[src/chm_pkg.sv]
// Shared types, constants and helpers for the cache hit/miss policy model.
package chm_pkg;

  localparam int LinesLog2Default = 10;
  localparam int LineBytesDefault = 32;
  localparam int AddrBitsDefault  = 32;

  localparam int CfgAddrBits = 5;

  typedef enum logic [2:0] {
    REG_SETS_LOG2   = 3'd0,
    REG_WAYS_LOG2   = 3'd1,
    REG_REPLACE_LFU = 3'd2,
    REG_ALLOC_STORE = 3'd3,
    REG_PREFETCH    = 3'd4
  } reg_idx_t;

  typedef enum logic [1:0] {
    PF_NONE   = 2'd0,
    PF_ALWAYS = 2'd1,
    PF_MISS   = 2'd2
  } pf_mode_t;

  typedef enum logic [3:0] {
    ST_IDLE,
    ST_START,
    ST_SCAN,
    ST_SCAN_LAST,
    ST_WRITE,
    ST_PF_START,
    ST_PF_SCAN,
    ST_PF_SCAN_LAST,
    ST_PF_WRITE,
    ST_OUT
  } ctl_state_t;

  // controller -> datapath
  typedef struct packed {
    logic capture;     // latch input beat, bump access count
    logic start_demand;
    logic start_pf;
    logic scan;        // issue the read of one way this cycle
    logic write;       // commit lookup result to the arrays
    logic out_load;    // load result register
  } dp_cmd_t;

  // datapath -> controller
  typedef struct packed {
    logic last_way;
    logic do_pf;
    logic clearing;    // valid bits still being cleared after reset
  } dp_sts_t;

  function automatic int clog2_floor(input int v);
    int s;
    s = 0;
    while (s < 15 && (2 << s) <= v) s++;
    return s;
  endfunction

endpackage

[src/chm_ctl.sv]
// Controller state machine: sequences lookup passes over the ways.
module chm_ctl
  import chm_pkg::*;
(
  input  logic       clk,
  input  logic       rst_n,
  input  logic       in_valid,
  output logic       in_ready,
  output logic       out_valid,
  input  logic       out_ready,
  output dp_cmd_t    cmd,
  input  dp_sts_t    sts
);

  ctl_state_t state_r, state_nxt;
  logic       out_valid_r, out_valid_nxt;

  always_ff @(posedge clk) begin
    if (!rst_n) begin
      state_r     <= ST_IDLE;
      out_valid_r <= 1'b0;
    end else begin
      state_r     <= state_nxt;
      out_valid_r <= out_valid_nxt;
    end
  end

  assign out_valid = out_valid_r;
  assign in_ready  = (state_r == ST_IDLE) && !sts.clearing;

  always_comb begin
    state_nxt     = state_r;
    out_valid_nxt = out_valid_r;
    cmd           = '0;
    if (out_valid_r && out_ready) out_valid_nxt = 1'b0;
    unique case (state_r)
      ST_IDLE: begin
        if (in_valid && !sts.clearing) begin
          cmd.capture = 1'b1;
          state_nxt   = ST_START;
        end
      end
      ST_START: begin
        cmd.start_demand = 1'b1;
        state_nxt        = ST_SCAN;
      end
      ST_SCAN: begin
        cmd.scan = 1'b1;
        if (sts.last_way) state_nxt = ST_SCAN_LAST;
      end
      // last way's read data is evaluated here
      ST_SCAN_LAST: state_nxt = ST_WRITE;
      ST_WRITE: begin
        cmd.write = 1'b1;
        state_nxt = ST_PF_START;
      end
      ST_PF_START: begin
        if (sts.do_pf) begin
          cmd.start_pf = 1'b1;
          state_nxt    = ST_PF_SCAN;
        end else begin
          state_nxt = ST_OUT;
        end
      end
      ST_PF_SCAN: begin
        cmd.scan = 1'b1;
        if (sts.last_way) state_nxt = ST_PF_SCAN_LAST;
      end
      ST_PF_SCAN_LAST: state_nxt = ST_PF_WRITE;
      ST_PF_WRITE: begin
        cmd.write = 1'b1;
        state_nxt = ST_OUT;
      end
      ST_OUT: begin
        // hold until the result register is free
        if (!out_valid_r || out_ready) begin
          cmd.out_load  = 1'b1;
          out_valid_nxt = 1'b1;
          state_nxt     = ST_IDLE;
        end
      end
      default: state_nxt = ST_IDLE;
    endcase
  end

  property p_no_accept_busy;
    @(posedge clk) disable iff (!rst_n) (state_r != ST_IDLE) |-> !in_ready;
  endproperty
  a_no_accept_busy: assert property (p_no_accept_busy) else $error("accept while busy");

  property p_out_after_load;
    @(posedge clk) disable iff (!rst_n) cmd.out_load |=> out_valid;
  endproperty
  a_out_after_load: assert property (p_out_after_load) else $error("result lost");

  property p_capture_start;
    @(posedge clk) disable iff (!rst_n) cmd.capture |=> state_r == ST_START;
  endproperty
  a_capture_start: assert property (p_capture_start) else $error("bad start");

endmodule

[config.mk]
export PLATFORM = sky130hd
export DESIGN_NAME = chm_ctl
export DESIGN_NICKNAME = d
export VERILOG_FILES = /design/src/chm_pkg.sv /design/src/chm_ctl.sv
export SDC_FILE = /design/constraint.sdc
export NUM_CORES = 1
export LEC_CHECK = 0
export BUFFER_PORTS_ARGS = -buffer_cell sky130_fd_sc_hd__buf_2
export CAP_MARGIN = 20
export CORE_AREA = 2 2 39 41
export CTS_BUF_LIST = sky130_fd_sc_hd__clkbuf_16
export DETAILED_ROUTE_END_ITERATION = 10
export DIE_AREA = 0 0 41 43
export GPL_TIMING_DRIVEN = 0
export MAX_ROUTING_LAYER = met4
export PLACE_DENSITY = 0.55
export SLEW_MARGIN = 0
export SYNTH_ARGS = -nofsm -noshare
export SYNTH_HDL_FRONTEND = slang
export SYNTH_SLANG_ARGS = --single-unit
[constraint.sdc]
create_clock -name clk -period 1.2 [get_ports clk]
set_input_delay 0.24 -clock clk [delete_from_list [all_inputs] [get_ports clk]]
set_output_delay 0.24 -clock clk [all_outputs]
set_load 0.02 [all_outputs]
### After elaboration in Yosys (flattened, before gate mapping)

Cells that the tools add are included.

| storage, ports and cells | value |
|---|---|
| latch bits | 0 |
| memories kept | 0 |
| word-level logic and storage cells | 43 |
| input port bits | 7 |
| bits in registers | 5 |
| memory bits (writable) | 0 |
| ROM bits | 0 |
| output and inout port bits | 8 |

| operators by class | value |
|---|---|
| bitwise logic cells | 0 |
| order comparisons | 0 |
| mux-type cells | 18 |
| reductions and logical operators | 10 |
| div/mod/pow operators | 0 |
| $mul | 0 |
| equal/unequal tests | 13 |
| shift operators | 0 |
| add/subtract/negate cells | 0 |

Operator list:

| cell | count |
|---|---|
| case mux 4 bit (10 select lines) | 1 |
| two-way mux 4 bit | 5 |
| equality test 4 x 3 -> 1 bit (second input constant) | 4 |
| two-way mux 1 bit | 12 |
| equality test 4 x 2 -> 1 bit (second input constant) | 2 |
| equality test 4 bit (second input constant) | 2 |
| inequality test 2 bit (second input constant) | 3 |
| equality test 4 x 1 -> 1 bit (second input constant) | 1 |
| zero test 4 bit | 1 |
| AND reduction 4 bit | 1 |
| OR reduction 2 bit | 2 |
| logical AND 1 bit | 3 |
| zero test 1 bit | 2 |
| inequality test 2 x 1 -> 1 bit (second input constant) | 1 |
| logical OR 1 bit | 1 |

### Depth between registers and ports, before layout

| logic depth | value |
|---|---|
| depth after elaboration | 4 |
| gate-level depth with buffers | 5 |
| depth with buffers taken out | 4 |

### Worst setup path after synthesis

Ideal clock, no wire load.

| path | value |
|---|---|
| kind | register to output |
| start | register state_r[3] |
| end | output port cmd[5] in the netlist's numbering |
| cell stages (with the launch flop) | 5 |
| setup slack | -0.220 ns |
| required time | 0.960 ns |
| data arrival time | 1.180 ns |
| path through | dfxtp_1 -> buf_4 -> nor2_1 -> nand2_1 -> nor3b_1 |

RTL lines:

| what | RTL line | source |
|---|---|---|
| from (decl) | chm_ctl.sv:15 | `ctl_state_t state_r, state_nxt;` |
| from (signal assigned) | chm_ctl.sv:23 | `state_r <= state_nxt;` |
| to (decl) | chm_ctl.sv:11 | `output dp_cmd_t cmd,` |

==> flow_summary.yaml <==
outcome:
  outcome: "complete, but fails checks"
  violations: "setup timing"
power_and_ir_drop:
  switchingPower_uw: 268.0
  totalPowerFinal_uw: 1050
  power_density_nw_per_um2: 1408
  pwr-share-clk_pct: 51.5
  seq_power_share_pct: 18.7
  leakagePower_uw: 0.0003372
  intPower_uw: 781.8
  p_sw_share_pct: 25.53
  irDropWorstVdd_mv: 0.9378
  pwr-share-comb_pct: 29.8
die:
  die-area_um2: 1763
  core_area_um2: 1384
  die_x_um: 41
  die-height_um: 43
  initial_core_util_pct: 28.21
  row_count: 14
  ios: 15
drt:
  via_count: 428
  ant_nets: 0
  drt_pass1_iterations: 4
  drtIter0Drc: 4
  wl_per_cell_um: 11.15
  drc: 0
  wl_um: 1015
  avgViaCountPerCell: 4.703
final_layout:
  finalNetCount: 83
  num_antenna_cells: 0
  ff_latch_area_um2: 103.9
  stdcell_area_um2: 745.7
  final_cell_mix: "11 x buf_6, 10 x buf_4, 7 x buf_2"
  fillers: 137
  drive_above_1_share_pct: 66.67
  area_growth_pct: 91.03
  final_cells: 91
  multiInputGateArea_um2: 302.8
  mostFrequentLayoutCell: "buf_6"
critical_path:
  startpoint_type: "flip-flop"
  critPathTopFamily: "simple AND/OR/NAND/NOR gates"
  cp_common_cell: "buf_6"
  cp-end-kind: "output pin"
  cp_max_fo: 6
  critPathKind: "reg -> out"
  reg2reg_slack_ps: -110
  cp_slowest_cell: "and4bb_4"
  cp_data_required_time_ps: 960
  critPathArrivalTime_ps: 1220
  cpPeakStageDelay_ps: 320
  critPathBufInv: 2
  cp_cell_sequence: "buf_6, and4bb_4, nor2b_4, buf_6"
sta:
  finalCriticalPeriod_ps: 1463
  slew_viol_final: 0
  finalSetupViolCount: 9
  tightest_slew_ps: 208.9
  max_slew_margin_pct: 86.05
  rsz0062_at_grt: "yes"
  fmax_ghz: 0.6834
  fin_skew_ps: 0.3098
  hold_ws_ps: 276.3
  finalHoldViolations: 0
  period_share_pct: 121.9
  worst_slack_ps: -263.2
global_routing:
  grt_pass1_vias: 393
  grt_use_total_pct: 13.37
  grt_pass1_wl_um: 1504
  grt_max_degree: 11
  antenna_found_initial: 0
  grt-ovfl-total: 0
synthesis:
  yosysUniqueCellTypes: 26
  synth_area_per_cell_um2: 8.306
  syn_area_um2: 390.4
  syn_inst: 47
  ys_seq_area_share_pct: 25.64
  synth_seq_cells: 5
  synth_nets: 54
  synth_warnings: 0
placed_design:
  dpl_cell_area_um2: 503.0
  place_ws_ps: -111.7
  place.gp.congestion: 0.6610
  dp_cells: 77
  dpl.hpwl_um: 620.4
  numPortBuffers: 14
clock_network:
  htree_levels: 1
  clockBufferDepth: 2
  numCtsBuffers: 3
  cts_sinks: 5
  clk_pin_slew_ps: 30
  worstSkewPairLatency_ps: 230
  cts_tree: "done"
  cts-root-buf: "clkbuf_16"
run:
  maxCapViolations: 0
worst_hold_path:
  min_path_type: "in -> reg"
per-layer routing:
layer  global-route usage, %  wire [um]
met4                   12.00          8
met2                   18.75        493
met5                       -          0
met1                   14.79        459
met3                   3.141         53
worst register-to-register path, cell delays in order (launching register included):
cell and delay [ps]:
dfxtp_1 300, buf_6 130, buf_4 150, nor2b_1 130, a211oi_2 180, o22ai_1 110, a32o_1 210
what timing repair did:
item / in CTS / in global routing
hold buffers: 0 / 0
setup buffers: 7 / 3
endpoints found under the setup margin: 9 / 9
pin swaps: 7 / 3
gates resized for setup: 23 / 7
sequential cells by signal, indices dropped and copies added (netlist names):
register	flops
state_r	4
out_valid	1
path summary, 6_finish.rpt:
check,startpoint,end,cells past startpoint
worst max register to register,state_r[2],state_r[3],6
worst min register to register,state_r[2],state_r[2],3
worst max-delay path,state_r[2],cmd[0],4
worst min-delay path,rst_n,out_valid,2
per-stage QoR:
step           TNS, ps  utilization [%]
6_report         -1444            53.89
5_1_grt          -1921            53.89
4_1_cts          -1261            50.72
3_5_place_dp    -364.2            36.35
3_3_place_gp    -300.7            36.35
2_1_floorplan   -38.78                -
cell type report:
type / instances / share of cell area, %
plain buffers: 4 / 6.040
well taps: 16 / 2.685
inverters: 1 / 0.8389
multi-input cells: 37 / 40.60
flip-flops and latches: 5 / 13.93
clock buffers: 3 / 10.07
clock inverters: 1 / 0.5034
repair buffers: 24 / 25.34
cell families (layout without fill, tap and decap cells):
kind of cell           count (synthesis)  after routing  share of synthesized area, %
AO/OA/AOI/OAI                         10             10                         19.23
XOR/XNOR                               1              1                         2.244
buffers and inverters                  5             33                         10.57
flip-flops                             5              5                         25.64
multiplexers                           1              1                         2.884
AND/OR/NAND/NOR                       25             25                         39.42
synthesized netlist by cell type:
library cell / instances / area (um2)
a211oi_2: 1 / 12.51
a21oi_1: 2 / 10.01
a31oi_1: 1 / 6.260
a32o_1: 1 / 10.01
and2b_1: 1 / 7.510
and3_1: 2 / 12.51
and4_2: 1 / 10.01
and4bb_4: 1 / 16.27
buf_4: 2 / 15.01
buf_6: 2 / 22.52
dfxtp_1: 5 / 100.1
inv_1: 1 / 3.750
mux2_2: 1 / 11.26
nand2_1: 3 / 11.26
nand2_2: 1 / 6.260
nand2b_1: 2 / 12.51
nand3_1: 1 / 5.000
nor2_1: 5 / 18.77
nor2b_1: 3 / 18.77
nor3_1: 1 / 5.000
nor3b_1: 4 / 30.03
o21a_1: 1 / 7.510
o21ai_0: 1 / 5.000
o221ai_1: 2 / 17.52
o22ai_1: 1 / 6.260
xnor2_1: 1 / 8.760
power groups by stage:
stage	clock (uW)	sequential, uW	combinational [uW]
CTS	555	197	282
global placement	0	193	218
floorplan	0	191	167
global route	567	199	340
finish	541	196	313
detailed placement	0	194	219
(Power assumes the default switching activity.)
